===== config.mk =====
export PLATFORM = sky130hd
export DESIGN_NAME = dsl_front
export DESIGN_NICKNAME = d
export VERILOG_FILES = /design/src/hw/rtl/dsl_pkg.sv /design/src/hw/rtl/dsl_front.sv
export SDC_FILE = /design/constraint.sdc
export NUM_CORES = 1
export LEC_CHECK = 0
export BUFFER_PORTS_ARGS = -buffer_cell sky130_fd_sc_hd__buf_4
export CAP_MARGIN = 25
export CORE_MARGIN = 2
export CORE_UTILIZATION = 56
export DETAILED_ROUTE_END_ITERATION = 8
export PLACE_DENSITY_LB_ADDON = 0.05
export SYNTH_ARGS = -nofsm -noshare
export SYNTH_HDL_FRONTEND = slang
export SYNTH_SLANG_ARGS = --single-unit
export TNS_END_PERCENT = 50

===== constraint.sdc =====
create_clock -name clock -period 3.1 [get_ports clock]
set_input_delay 0.155 -clock clock [delete_from_list [all_inputs] [get_ports clock]]
set_output_delay 0.155 -clock clock [all_outputs]
set_load 0.02 [all_outputs]

===== src/hw/rtl/dsl_pkg.sv =====
// Shared types, codes and table-building functions for the dense sigmoid layer.
`timescale 1ns / 1ps

package dsl_pkg;

   // default sizes
   localparam int DEF_MAX_INPUTS   = 16;
   localparam int DEF_MAX_OUTPUTS  = 16;
   localparam int DEF_TABLE_ENTRIES = 512;

   // accumulator rows, fixed by the 4-bit row and column fields
   localparam int SUM_DEPTH = 16;
   // front-to-back queue depth
   localparam int Q_DEPTH   = 4;

   // Q4.12 one and exp(-1/4096) in Q0.32
   localparam logic [63:0] ONE_Q12  = 64'd4096;
   localparam logic [63:0] EXP_STEP = 64'hFFF00080;

   // request commands
   localparam logic [1:0] CMD_WGT  = 2'd0;
   localparam logic [1:0] CMD_BIAS = 2'd1;
   localparam logic [1:0] CMD_FWD  = 2'd2;
   localparam logic [1:0] CMD_BWD  = 2'd3;

   // result kinds
   localparam logic [1:0] KIND_ACT   = 2'd0;
   localparam logic [1:0] KIND_DELTA = 2'd1;
   localparam logic [1:0] KIND_GAMMA = 2'd2;

   // csr indexes
   localparam logic CSR_IN_COUNT  = 1'b0;
   localparam logic CSR_OUT_COUNT = 1'b1;

   typedef enum logic [2:0] {
      OP_WGT,
      OP_BIAS,
      OP_DROP,
      OP_FWD,
      OP_BWD
   } dsl_op_type;

   typedef enum logic [3:0] {
      ST_IDLE,
      ST_MAC,
      ST_DRAIN,
      ST_BW_M1,
      ST_BW_M2,
      ST_BW_DELTA,
      ST_EMIT_RD,
      ST_EMIT_IDX,
      ST_EMIT_OUT,
      ST_GAMMA
   } dsl_state_type;

   // classified work item passed through the queue
   typedef struct packed {
      dsl_op_type         op;
      logic [3:0]         row;
      logic [3:0]         col;
      logic signed [15:0] value;
      logic signed [15:0] grad;
      logic               last;
      logic               active;
   } dsl_item_type;

   // effective row and column counts
   typedef struct packed {
      logic [4:0] rows;
      logic [4:0] cols;
   } dsl_cnt_type;

   // min(reg, maxv, 16)
   function automatic logic [4:0] clamp_cnt(input logic [4:0] cnt_reg, input int maxv);
      logic [4:0] lim;
      lim = (maxv > 16) ? 5'd16 : 5'(maxv);
      return (cnt_reg > lim) ? lim : cnt_reg;
   endfunction

   // saturate to signed 16 bits
   function automatic logic signed [15:0] sat16(input logic signed [39:0] v);
      logic signed [15:0] r;
      if (v > 40'sd32767)
         r = 16'sh7FFF;
      else if (v < -40'sd32768)
         r = 16'sh8000;
      else
         r = v[15:0];
      return r;
   endfunction

   // restoring divider, elaboration use only
   function automatic logic [63:0] udiv(input logic [63:0] num, input logic [63:0] den);
      logic [63:0] rem;
      logic [63:0] quo;
      rem = '0;
      quo = '0;
      for (int k = 63; k >= 0; k--) begin
         rem = {rem[62:0], num[k]};
         if (rem >= den) begin
            rem = rem - den;
            quo[k] = 1'b1;
         end
      end
      return quo;
   endfunction

   // exp(-m/4096) in Q0.32 by square-and-multiply
   function automatic logic [63:0] neg_exp_q32(input logic [15:0] m);
      logic [63:0] r;
      logic [63:0] p;
      r = 64'h1_0000_0000;
      p = EXP_STEP;
      for (int b = 0; b < 16; b++) begin
         if (m[b])
            r = (r * p + 64'h8000_0000) >> 32;
         p = (p * p + 64'h8000_0000) >> 32;
      end
      return r;
   endfunction

   // sigmoid table entry i of n, Q4.12
   function automatic logic [15:0] sig_entry(input int unsigned i, input int unsigned n);
      logic [63:0] xs;
      logic signed [63:0] x;
      logic [15:0] mag;
      logic [63:0] e;
      logic [63:0] den;
      logic [63:0] num;
      xs  = udiv(64'(2 * i + 1) * 64'd32768, 64'(n));
      x   = $signed(xs) - 64'sd32768;
      mag = (x < 0) ? 16'(-x) : 16'(x);
      e   = neg_exp_q32(mag);
      den = 64'h1_0000_0000 + e;
      num = (x >= 0) ? (ONE_Q12 << 32) : (e * ONE_Q12);
      return 16'(udiv(num + (den >> 1), den));
   endfunction

endpackage


===== src/hw/rtl/dsl_front.sv =====
// Front end: csr registers, request classification and the work queue.
`timescale 1ns / 1ps

module dsl_front #(
   parameter int MAX_INPUTS  = dsl_pkg::DEF_MAX_INPUTS,
   parameter int MAX_OUTPUTS = dsl_pkg::DEF_MAX_OUTPUTS
) (
   input  logic                 clock,
   input  logic                 reset,
   input  logic                 req_valid,
   output logic                 req_stall,
   input  logic [1:0]           req_cmd,
   input  logic [3:0]           req_row,
   input  logic [3:0]           req_col,
   input  logic signed [15:0]   req_value,
   input  logic signed [15:0]   req_grad,
   input  logic                 req_last,
   input  logic                 csr_wr_en,
   input  logic                 csr_index,
   input  logic [4:0]           csr_wdata,
   output logic                 q_valid,
   output dsl_pkg::dsl_item_type q_item,
   input  logic                 q_pop,
   output dsl_pkg::dsl_cnt_type q_cnt
);
   import dsl_pkg::*;

   localparam int QW = $clog2(Q_DEPTH);

   logic [4:0]   in_count_ff, in_count_in;
   logic [4:0]   out_count_ff, out_count_in;
   dsl_item_type fifo_ff [Q_DEPTH];
   logic [QW-1:0] wr_ptr_ff, wr_ptr_in;
   logic [QW-1:0] rd_ptr_ff, rd_ptr_in;
   logic [QW:0]  count_ff, count_in;
   logic         accept;
   dsl_item_type item;

   // csr writes
   always_comb begin
      in_count_in  = in_count_ff;
      out_count_in = out_count_ff;
      if (csr_wr_en) begin
         unique case (csr_index)
            CSR_IN_COUNT:  in_count_in  = csr_wdata;
            CSR_OUT_COUNT: out_count_in = csr_wdata;
            default: ;
         endcase
      end
   end

   assign q_cnt.rows = clamp_cnt(out_count_ff, MAX_OUTPUTS);
   assign q_cnt.cols = clamp_cnt(in_count_ff, MAX_INPUTS);

   // classify the incoming beat
   always_comb begin
      item.row    = req_row;
      item.col    = req_col;
      item.value  = req_value;
      item.grad   = req_grad;
      item.last   = req_last;
      item.active = 1'b0;
      item.op     = OP_DROP;
      unique case (req_cmd)
         CMD_WGT:
            item.op = (32'(req_row) < 32'(MAX_OUTPUTS) && 32'(req_col) < 32'(MAX_INPUTS))
                      ? OP_WGT : OP_DROP;
         CMD_BIAS:
            item.op = (32'(req_row) < 32'(MAX_OUTPUTS)) ? OP_BIAS : OP_DROP;
         CMD_FWD: begin
            item.op     = OP_FWD;
            item.active = (5'(req_col) < q_cnt.cols) && (q_cnt.rows != 5'd0);
         end
         CMD_BWD: begin
            item.op     = OP_BWD;
            item.active = (5'(req_row) < q_cnt.rows) && (q_cnt.cols != 5'd0);
         end
         default: ;
      endcase
   end

   // queue control
   assign req_stall = (count_ff == (QW+1)'(Q_DEPTH));
   assign accept    = req_valid && !req_stall;
   assign q_valid   = (count_ff != '0);
   assign q_item    = fifo_ff[rd_ptr_ff];

   always_comb begin
      wr_ptr_in = accept ? wr_ptr_ff + 1'b1 : wr_ptr_ff;
      rd_ptr_in = q_pop ? rd_ptr_ff + 1'b1 : rd_ptr_ff;
      count_in  = count_ff + (QW+1)'(accept) - (QW+1)'(q_pop);
   end

   always_ff @(posedge clock) begin
      if (reset) begin
         in_count_ff  <= 5'd16;
         out_count_ff <= 5'd16;
         wr_ptr_ff    <= '0;
         rd_ptr_ff    <= '0;
         count_ff     <= '0;
      end else begin
         in_count_ff  <= in_count_in;
         out_count_ff <= out_count_in;
         wr_ptr_ff    <= wr_ptr_in;
         rd_ptr_ff    <= rd_ptr_in;
         count_ff     <= count_in;
      end
   end

   // queue storage
   always_ff @(posedge clock) begin
      if (accept)
         fifo_ff[wr_ptr_ff] <= item;
   end

`ifndef SYNTHESIS
   a_no_pop_empty: assert property (@(posedge clock) disable iff (reset)
      q_pop |-> q_valid) else $error("pop from empty queue");
   a_count_grow: assert property (@(posedge clock) disable iff (reset)
      accept && !q_pop |=> count_ff == $past(count_ff) + 1'b1)
      else $error("queue count lost a beat");
   a_count_bound: assert property (@(posedge clock) disable iff (reset)
      count_ff <= (QW+1)'(Q_DEPTH)) else $error("queue overflow");
`endif

endmodule


### After elaboration in Yosys (flattened, before gate mapping)

Memories as Yosys holds them, arrays and structs flattened. A register that Yosys moved wholly into a read port is not among the register bits.
Cells that the tools add are included.

| cells by class | value |
|---|---|
| $add $sub $neg | 4 |
| order comparisons | 4 |
| equality and inequality tests | 4 |
| multiplexer cells | 8 |
| bitwise logic cells | 1 |
| reduce and logical (&&, ||, !) cells | 10 |

Operators by type and width:

| cell | number |
|---|---|
| 3-bit case mux with 4 select lines | 1 |
| 5-bit greater-than comparator, second input constant | 2 |
| 4-bit by 5-bit less-than comparator with 1-bit output | 2 |
| 5-bit two-way mux | 2 |
| 5-bit nonzero test | 2 |
| 2-bit by 1-bit adder with 2-bit output, second input constant | 2 |
| 2-bit == test, second input constant | 2 |
| 2-bit two-way mux | 2 |
| 2-bit AND reduction | 2 |
| 3-bit by 1-bit adder with 3-bit output | 1 |
| 3-bit == test, second input constant | 1 |
| 1-bit logical AND | 3 |
| 3-bit nonzero test | 1 |
| 3-bit by 1-bit subtractor with 3-bit output | 1 |
| 2-bit by 1-bit == test with 1-bit output, second input constant | 1 |
| 2-bit zero test | 1 |
| 1-bit two-way mux | 2 |
| 1-bit case mux with 2 select lines | 1 |
| 1-bit zero test | 1 |
| 1-bit inverter | 1 |

| word-level totals | value |
|---|---|
| bits in registers | 17 |
| memory bits (writable) | 180 |
| input port bits | 54 |
| output and inout bits | 57 |
| memories | 1 |

Memory list:

| memory | depth | bits a word | rd ports | clocked after Yosys merged registers in | write ports | line | text |
|---|---|---|---|---|---|---|---|
| fifo_ff | 4 | 45 | 1 | 1 | 1 | dsl_front.sv:32 | `dsl_item_type fifo_ff [Q_DEPTH];` |

### Longest topological paths before layout

Gate-level depths: netlist of the first run.

| logic depth | value |
|---|---|
| word-level depth | 5 |
| depth in mapped cells | 12 |
| gate-level depth less buffers | 11 |

### Worst setup path before layout of the first run

OpenSTA, ideal clock, no wires.

| timing path | value |
|---|---|
| path type | reg2reg |
| start point | register count_ff[1] |
| end point | register count_ff[2] |
| setup time | 0.128 ns |
| data arrival time | 2.376 ns |
| setup slack | 0.596 ns |
| cell stages (with the launch flop) | 13 |
| path buffers | 1 |
| period minus slack after synthesis | 2.504 ns |
| cell sequence | dfxtp_1 nor3b_1 nor2b_1 buf_2 inv_2 ha_1 inv_1 ha_1 inv_1 fa_1 xor2_1 xnor2_1 nor2_1 |

| between the ends | value |
|---|---|
| word-level cells in the longest chain between the ends | 5 |

RTL lines:

| element | line | text |
|---|---|---|
| start: declaration | dsl_front.sv:35 | `logic [QW:0] count_ff, count_in;` |
| start signal: assignment | dsl_front.sv:106 | `count_ff <= count_in;` |
| 3-bit == test | dsl_front.sv:83 | `assign req_stall = (count_ff == (QW+1)'(Q_DEPTH));` |
| via req_stall | dsl_front.sv:11 | `output logic req_stall,` |
| 1-bit zero test | dsl_front.sv:84 | `assign accept = req_valid && !req_stall;` |
| 1-bit logical AND | dsl_front.sv:84 |  |
| 3-bit by 1-bit adder with 3-bit output | dsl_front.sv:91 | `count_in = count_ff + (QW+1)'(accept) - (QW+1)'(q_pop);` |
| 3-bit by 1-bit subtractor with 3-bit output | dsl_front.sv:91 |  |

The timed path passes the listed nets, and every way through them passes these cells.
A chain may end at the register's enable or synchronous reset.

### Worst setup path after layout of the first run

| timing path | value |
|---|---|
| start point | register count_ff[1] |
| end point | register count_ff[2] |

| between the ends | value |
|---|---|
| word-level cells in the longest chain between the ends | 5 |

RTL lines:

| element | line |
|---|---|
| 3-bit == test | dsl_front.sv:83 |
| 1-bit zero test | dsl_front.sv:84 |
| 1-bit logical AND | dsl_front.sv:84 |
| 3-bit by 1-bit adder with 3-bit output (*) | dsl_front.sv:91 |
| 3-bit by 1-bit subtractor with 3-bit output (*) | dsl_front.sv:91 |

Mark *: on every way between the ends. The rest lies on a longest branch, timed or not.

==> results of run 1 <==
per-layer routing:
layer  up-vias  part of all wire, %  track usage, %
met4         0                  1.5            7.63
met3        18                  5.1            5.19
met2       112                   51            31.8
met5         -                    0               0
li1       1780                    -               -
met1      1961                   43            26.8
report_power, final:
| group | switching, uW | internal, uW | total (uW) | leakage, uW |
|---|---|---|---|---|
| combinational | 622 | 565 | 1190 | 0.00141 |
| clock | 896 | 1180 | 2070 | 0.000260 |
| sequential | 108 | 3240 | 3350 | 0.00181 |
| total | 1630 | 4980 | 6610 | 0.00348 |
flip-flops by register name, summed over array words and instances (netlist names), named ones only:
register      count
fifo_ff         180
wr_ptr_ff         2
out_count_ff      5
rd_ptr_ff         2
in_count_ff       5
count_ff          3
placed cells by master (no fill, tap or decap), drive strengths merged, types with 6 or more instances in the layout:
cell type | synthesis | routed
edfxtp | 180 | 180
buf | 9 | 119
mux4 | 45 | 45
dlygate4sd3 | 0 | 45
dfxtp | 19 | 19
nor2 | 18 | 18
clkbuf | 7 | 18
ha | 15 | 15
inv | 14 | 14
nand2b | 7 | 7
a21oi | 6 | 6
nand2 | 6 | 6
clkinvlp | 0 | 6
o21ai | 6 | 6
through the flow:
stage          utilization (%)  cell area (um^2)  instances
2_1_floorplan                -              7590        365
3_3_place_gp              65.4              8660        644
3_5_place_dp              65.4              8660        644
4_1_cts                   73.0              9670        720
5_1_grt                   73.0              9670        720
6_report                  73.0              9670        720
what timing repair did:
action / in CTS / in global routing
hold buffers: 45 / 0
hold endpoints to repair: 169 / 0
setup endpoints to repair: 0 / 0
path summary, 6_finish.rpt:
path	startpoint	end	slack, ns	cells past startpoint
worst max-delay path	count_ff[1]	count_ff[2]	0.71	11
worst min-delay path	reset	count_ff[1]	0.03	2
worst max register to register	count_ff[1]	count_ff[2]	0.71	11
worst min register to register	out_count_ff[1]	out_count_ff[1]	0.48	2
layout make-up:
cell class                      instances  area [um^2]  area share [%]
Tap cell                              176          220            2.28
Multi-Input combinational cell        136         1660            17.2
Clock buffer                           18          429            4.44
Sequential cell                       199         5790            59.9
Inverter                               14         52.6           0.543
Clock inverter                         13          134            1.38
Timing Repair Buffer                  164         1380            14.3
logic make-up (layout without fill, tap and decap cells):
family,count (synthesis),in the layout
buffers and inverters,30,209
DFF,199,199
adders and majority gates,16,16
muxes,50,50
and+or+nand+nor,51,51
AOI/OAI and AO/OA,14,14
xor gates and xnor gates,5,5
==> flow_metrics.tcl, run 1 <==
set metrics [dict create \
    dpl.hpwl_mm 8.48 \
    maxSlewHeadroom_pct 54.0 \
    power_density_mw_per_mm2 683 \
    final_nets 602 \
    final_max_slew_viol_count 0 \
    synth-adder-area-share_pct 2.74 \
    netlist_top_cells_area "edfxtp_1 71%, mux4_2 13%, dfxtp_1 5.0%, ha_1 2.5%, nor2_1 0.89%" \
    synth_xor_area_share_pct 0.577 \
    slowest_stage "nor2b_1" \
    drv_cap 0 \
    timing.hold.ws_ns 0.0329 \
    finalCritPeriodShare_pct 77.2 \
    ant_nets 0 \
    die_y_um 120 \
    track_usage_pct 19.9 \
    routed_wl_mm 13.5 \
    cts_root_buf "clkbuf_16" \
    ys_ff_latch 199 \
    synth.most_common_cell "edfxtp_1" \
    worstPathMaxFanout 7 \
    async_reset_ff_share_pct 0 \
    clk_pin_slew_ns 0.06 \
    cp_data_arrival_time_ns 2.70 \
    drt_iter0_drc 293 \
    syn_nets 435 \
    setup_tns_ns 0 \
    ctsLongestPathBuffers 2 \
    num_vias 3871 \
    hold_violations 0 \
    gp_congestion 0.760 \
    path_delay_family "adder cells" \
    netlist_area_mm2 0.00759 \
    global_route.overflow_total 0 \
    grt_pass1_wl_mm 21.2 \
    initial_core_util_pct 57.3 \
    critPathRequiredTime_ns 3.40 \
    synth_top_area_share_pct 71.2 \
    ys_warn_count 0 \
    clkLatencyLatePin_ns 0.42 \
    syn_avg_cell_area_um2 20.8 \
    period_minus_slack_ns 2.39 \
    synth_edf_count 180 \
    cts_tree "built" \
    rows 42 \
    skew_ns 0.00860 \
    yosysTopAreaCell "edfxtp_1" \
    firstDrtPassIters 4 \
    cp-end-kind "flip-flop" \
    status "finished, final reports clean" \
    synth_ff_type "edfxtp_1" \
    synth_compound_area_share_pct 1.02 \
    cts_sinks 199 \
    area_growth_pct 27.4 \
    layout_setup_ws_ns 0.708 \
    setup_viol 0 \
    diodes 0 \
    cts_setup_buffers 0 \
    grt_pass1_vias 4028 \
    min_path_type "input port to flip-flop" \
    synth_common_cells "180 x edfxtp_1, 45 x mux4_2, 19 x dfxtp_1, 18 x nor2_1, 15 x ha_1" \
    finalPower_uw 6610 \
    drt-wirelength-per-cell_um 18.7 \
    ys_seq_area_share_pct 76.2 \
    pre_cts_slack_ns 0.730 \
    die_x_um 120 \
    grt_antenna_before_repair 0 \
    htreeDepth 4 \
    drc_errors 0 \
    cts_buffers 17 \
    synth_cells 365 \
    p_leak_uw 0.00348 \
    vdd_drop_max_mv 0.434 \
    synth_top_family_by_area "multiplexers" \
    crit_type "flip-flop to flip-flop" \
    io_pins 111 \
    max_freq_mhz 418 \
    vias_per_cell 5.38 \
    slowest_delay_ns 0.44 \
    rsz0062_at_grt "no" \
    grt_max_degree 46 \
    synth_cell_type_count 30 \
    tightest_slew_ns 0.689 \
    core-area_mm2 0.0132 \
    drive_gt1_share_pct 37.1 \
    crit_chain "nor3b_1, nor2b_1, inv_2, ha_1, inv_1, ha_1, inv_1, fa_1, xor2_1, xnor2_1, nor2_1" \
    synthSimpleGateAreaFrac_pct 3.49 \
    final.fill_count 862 \
    path_buf_inv 3 \
    cts.repair.resized 0 \
    synth_mux_area_share_pct 14.0 \
    port_buffers 110 \
    die-area_mm2 0.0145 \
    cp-start-kind "flip-flop" \
]
(Power assumes the default switching activity.)
==> run 2, diff against run 1 <==
clock period = 2.39 ns   (was 3.1 ns; I/O delays follow)
==> flow_metrics.tcl, run 2 (synthesized netlist as in run 1, its figures left out) <==
set metrics [dict create \
    status "finished, final reports clean" \
    initial_core_util_pct 57.3 \
    p_int_uw 6590 \
    min_to "in_count_ff[4]" \
    reg_top3 "fifo_ff (180), in_count_ff (5), out_count_ff (5)" \
    rsz0062_at_grt "no" \
    min_path_cells 4 \
    largest_reg_flops 180 \
    cp-start-kind "flip-flop" \
    rows 42 \
    setup_viol 0 \
    period_minus_slack_ns 2.14 \
    cp-end-kind "flip-flop" \
    hold_violations 0 \
    tightest_slew_ns 0.432 \
    drt-wirelength-per-cell_um 18.5 \
    cts.repair.resized 0 \
    hold_buffers 52 \
    cts_root_buf "clkbuf_16" \
    drt_iter0_drc 344 \
    vias_per_cell 5.40 \
    drv_cap 0 \
    port_buffers 110 \
    reg2reg_to "count_ff[2]" \
    ctsLongestPathBuffers 2 \
    p_seq_share_pct 49.8 \
    routed_wl_mm 13.6 \
    use_met3_pct 4.29 \
    most-common-layout-cells "180 x edfxtp_1, 117 x buf_4, 52 x dlygate4sd3_1" \
    p_leak_uw 0.00356 \
    critPathRequiredTime_ns 2.70 \
    clkLatencyLatePin_ns 0.42 \
    skew_ns 0.00468 \
    io_pins 111 \
    layout_commonest_cell "edfxtp_1" \
    largest_register "fifo_ff" \
    vdd_drop_max_mv 0.563 \
    cts_setup_buffers 0 \
    cts_sinks 199 \
    use_met2_pct 33.4 \
    die_x_um 120 \
    grt_util_met1_pct 27.3 \
    swShare_pct 24.3 \
    finalCritPeriodShare_pct 89.7 \
    htreeDepth 4 \
    grt_pass1_vias 4136 \
    track_usage_pct 20.3 \
    worstPathMaxFanout 4 \
    pwr-share-comb_pct 18.1 \
    grt_max_degree 28 \
    area_growth_pct 29.6 \
    drive_gt1_share_pct 37.1 \
    r2r_cells 11 \
    diodes 0 \
    crit_type "flip-flop to flip-flop" \
    final_nets 613 \
    clk_pin_slew_ns 0.06 \
    core-area_mm2 0.0132 \
    p_clk_share_pct 32.1 \
    post-place-cells 648 \
    max_freq_mhz 466 \
    maxSlewHeadroom_pct 71.2 \
    r2r-start "count_ff[1]" \
    grt_antenna_before_repair 0 \
    dpl.hpwl_mm 8.32 \
    min_path_type "input port to flip-flop" \
    final_max_slew_viol_count 0 \
    final.fill_count 824 \
    global_route.overflow_total 0 \
    cts_buffers 17 \
    gp_congestion 0.726 \
    final_cells 732 \
    cts_tree "built" \
    drc_errors 0 \
    switchingPower_uw 2110 \
    die-area_mm2 0.0145 \
    cp_data_arrival_time_ns 2.45 \
    ant_nets 0 \
    r2r_setup_slack_ns 0.25 \
    hp-start "csr_wdata[4]" \
    grt.busiest_layer "met2" \
    grt_pass1_wl_mm 21.6 \
    num_vias 3950 \
    firstDrtPassIters 7 \
    setup_tns_ns 0 \
    die_y_um 120 \
    power_density_mw_per_mm2 884 \
]
## run 2: changes by cell type in the layout (fill, tap and decap cells not counted)
| cell | previous run | this run |
|---|---|---|
| buf_12 | 3 | 6 |
| buf_4 | 116 | 117 |
| bufinv_16 | 2 | 3 |
| clkinv_1 | 0 | 2 |
| clkinv_2 | 4 | 3 |
| clkinvlp_4 | 6 | 5 |
| dlygate4sd3_1 | 45 | 52 |
| nor3b_1 | 2 | 1 |
| nor3b_2 | 1 | 2 |
## run 2: stage by stage
stage / area [um^2] / util (%) / power (uW) / setup slack [ns] / hold WS (ns)
after floorplan: 7600 / - / 5270 / 0.0949 / 0.218
after global placement: 8730 / 65.9 / 5890 / 0.379 / 0.319
after detailed placement: 8730 / 65.9 / 5940 / 0.243 / 0.323
after CTS: 9840 / 74.3 / 8780 / 0.219 / 0.0165
after global routing: 9840 / 74.3 / 9040 / 0.0755 / 0.0473
final: 9840 / 74.3 / 8700 / 0.246 / 0.0273
## run 2: worst max path at each step
stage                     depth (start not counted)             to         from
final                                            11    count_ff[2]  count_ff[1]
after global routing                             11    count_ff[2]  count_ff[1]
after CTS                                         3      q_item[9]    flip-flop
after detailed placement                         11    count_ff[2]  count_ff[1]
after global placement                           11    count_ff[2]  count_ff[1]
after floorplan                                   4  fifo_ff[0][0]  count_ff[1]
## run 2: routing by layer
layer | routed length [um] | vias up
met5 | 0 | -
met4 | 199 | 0
met3 | 673 | 16
met2 | 6920 | 110
met1 | 5780 | 2022
li1 | - | 1802
## run 2: worst max-delay path: stages (launching register included)
cell and delay, ns:
dfxtp_1 0.44, nor3b_2 0.09, nor2b_1 0.20, inv_2 0.05, ha_1 0.26, inv_1 0.06
ha_1 0.13, inv_1 0.04, fa_1 0.37, xor2_1 0.20, xnor2_1 0.14, nor2_1 0.05
## run 2: power groups by stage
| stage | Clock, uW | Sequential, uW | Combinational (uW) |
|---|---|---|---|
| final | 2800 | 4330 | 1570 |
| after global routing | 2980 | 4370 | 1700 |
| after CTS | 2840 | 4340 | 1600 |
| after detailed placement | 0 | 4410 | 1530 |
| after global placement | 0 | 4380 | 1510 |
| after floorplan | 0 | 4360 | 916 |
## run 2: cell type report
| cell class | count | area (um^2) | area share, % |
|---|---|---|---|
| Timing Repair Buffer | 175 | 1520 | 15.4 |
| Multi-Input combinational cell | 136 | 1670 | 17.0 |
| Clock buffer | 18 | 429 | 4.36 |
| Sequential cell | 199 | 5790 | 58.9 |
| Clock inverter | 14 | 159 | 1.62 |
| Inverter | 14 | 52.6 | 0.534 |
| Tap cell | 176 | 220 | 2.24 |
==> run 3, diff against run 2 <==
CELL_PAD_IN_SITES_DETAIL_PLACEMENT = 2   (was not set)
CELL_PAD_IN_SITES_GLOBAL_PLACEMENT = 2   (was not set)
CORE_UTILIZATION = 43   (was 56)
==> flow_metrics.tcl, run 3 (synthesized netlist as in run 1, its figures left out) <==
set metrics [dict create \
    status "finished, final reports clean" \
    post-place-cells 698 \
    largest_reg_flops 180 \
    grt_max_degree 29 \
    max_freq_mhz 457 \
    core-area_mm2 0.0173 \
    p_leak_uw 0.00353 \
    drt-wirelength-per-cell_um 25.4 \
    seq_area_mm2 0.00579 \
    multi_input_comb_area_mm2 0.00167 \
    largest_register "fifo_ff" \
    initial_core_util_pct 43.9 \
    crit_chain "nor3b_2, nor2b_1, inv_2, ha_1, inv_1, ha_1, inv_1, fa_1, xor2_1, xnor2_1, nor2_1" \
    critPathRequiredTime_ns 2.71 \
    setup_viol 0 \
    cts_buffers 17 \
    htreeDepth 4 \
    slowest_delay_ns 0.43 \
    hold_buffers 52 \
    die_y_um 137 \
    routed_wl_mm 19.9 \
    maxSlewHeadroom_pct 69.1 \
    rows 48 \
    grt_pass1_wl_mm 29.6 \
    gp_congestion 0.679 \
    ant_nets 0 \
    finalCritPeriodShare_pct 91.6 \
    layout_commonest_cell "edfxtp_1" \
    setup_tns_ns 0 \
    power_density_mw_per_mm2 891 \
    clkLatencyLatePin_ns 0.43 \
    cp-end-kind "flip-flop" \
    diodes 0 \
    cts.repair.resized 0 \
    tightest_slew_ns 0.463 \
    cts_tree "built" \
    crit_type "flip-flop to flip-flop" \
    vdd_drop_max_mv 0.520 \
    drc_errors 0 \
    firstDrtPassIters 4 \
    die_x_um 137 \
    final_area_mm2 0.00981 \
    dpl_cell_area_mm2 0.00874 \
    vias_per_cell 5.24 \
    track_usage_pct 22.5 \
    area_growth_pct 29.2 \
    final_max_slew_viol_count 0 \
    final_cells 782 \
    min_path_type "input port to flip-flop" \
    drv_cap 0 \
    skew_ns 0.00873 \
    cts_root_buf "clkbuf_16" \
    worstPathMaxFanout 4 \
    die-area_mm2 0.0187 \
    most-common-layout-cells "180 x edfxtp_1, 123 x buf_4, 52 x dlygate4sd3_1" \
    drive_gt1_share_pct 37.3 \
    port_buffers 110 \
    cp-start-kind "flip-flop" \
    cp_data_arrival_time_ns 2.51 \
    global_route.overflow_total 0 \
    io_pins 111 \
    grt_pass1_vias 4574 \
    grt_antenna_before_repair 0 \
    clk_pin_slew_ns 0.07 \
    num_vias 4094 \
    drt_iter0_drc 232 \
    layout_setup_ws_ns 0.200 \
    cts_sinks 199 \
    dpl.hpwl_mm 11.6 \
    reg_top3 "fifo_ff (180), in_count_ff (5), out_count_ff (5)" \
    final_nets 614 \
    cts_setup_buffers 0 \
    ctsLongestPathBuffers 2 \
    rsz0062_at_grt "no" \
    period_minus_slack_ns 2.19 \
    final.fill_count 1495 \
    slowest_stage "dfxtp_1" \
    pre_cts_slack_ns 0.185 \
    hold_violations 0 \
]
==> run 3: changes by cell type in the layout (fill, tap and decap cells not counted) <==
cell,before,now
clkinv_2,3,0
clkinvlp_4,5,4
buf_4,117,123
clkbuf_1,1,2
bufinv_16,3,0
buf_12,6,1
inv_8,0,1
clkinv_1,2,0
inv_6,0,4
clkinv_4,1,3
clkinv_8,0,1
==> run 3: final timing paths <==
| check | start | endpoint | slack [ns] | cells after the start |
|---|---|---|---|---|
| worst max-delay path | count_ff[1] | count_ff[2] | 0.20 | 11 |
| worst min-delay path | csr_wr_en | out_count_ff[0] | 0.02 | 3 |
| worst max register to register | count_ff[1] | count_ff[2] | 0.20 | 11 |
| worst min register to register | out_count_ff[1] | out_count_ff[1] | 0.49 | 2 |
==> run 3: per-layer routing <==
| layer | track usage (%) | part of all wire (%) | up-vias |
|---|---|---|---|
| li1 | - | - | 1816 |
| met1 | 29.6 | 42 | 2137 |
| met2 | 38.4 | 52 | 124 |
| met3 | 5.15 | 4.8 | 17 |
| met4 | 5.10 | 1.2 | 0 |
| met5 | 0 | 0 | - |
==> run 3: cell type report <==
class                   instances  area share [%]
clock buffers                  19            4.41
clock inverters                13            1.21
inverters                      14           0.536
multi-input cells             136            17.0
flip-flops and latches        199            59.0
well taps                     225            2.87
repair buffers                176            14.9
==> run 3: critical path, delay by kind of cell (launching register included) <==
family	cells	cell delay [ns]
DFF	1	0.43
xor gates and xnor gates	2	0.34
adders and majority gates	3	0.77
buffers and inverters	3	0.17
and+or+nand+nor	3	0.37
==> run 3: stage by stage <==
step                      utilization [%]  power, uW  hold WS [ns]
after global placement               50.5       5910         0.319
final                                56.7       8740        0.0247
after global routing                 56.7       9070       0.00748
after floorplan                         -       5270         0.218
after CTS                            56.7       8760      0.000405
after detailed placement             50.5       6000         0.328
==> run 3: report_power, final <==
group	internal (uW)	switching, uW	total (uW)
Clock	1370	1360	2730
Combinational	741	900	1640
Sequential	4210	165	4370
Total	6310	2430	8740
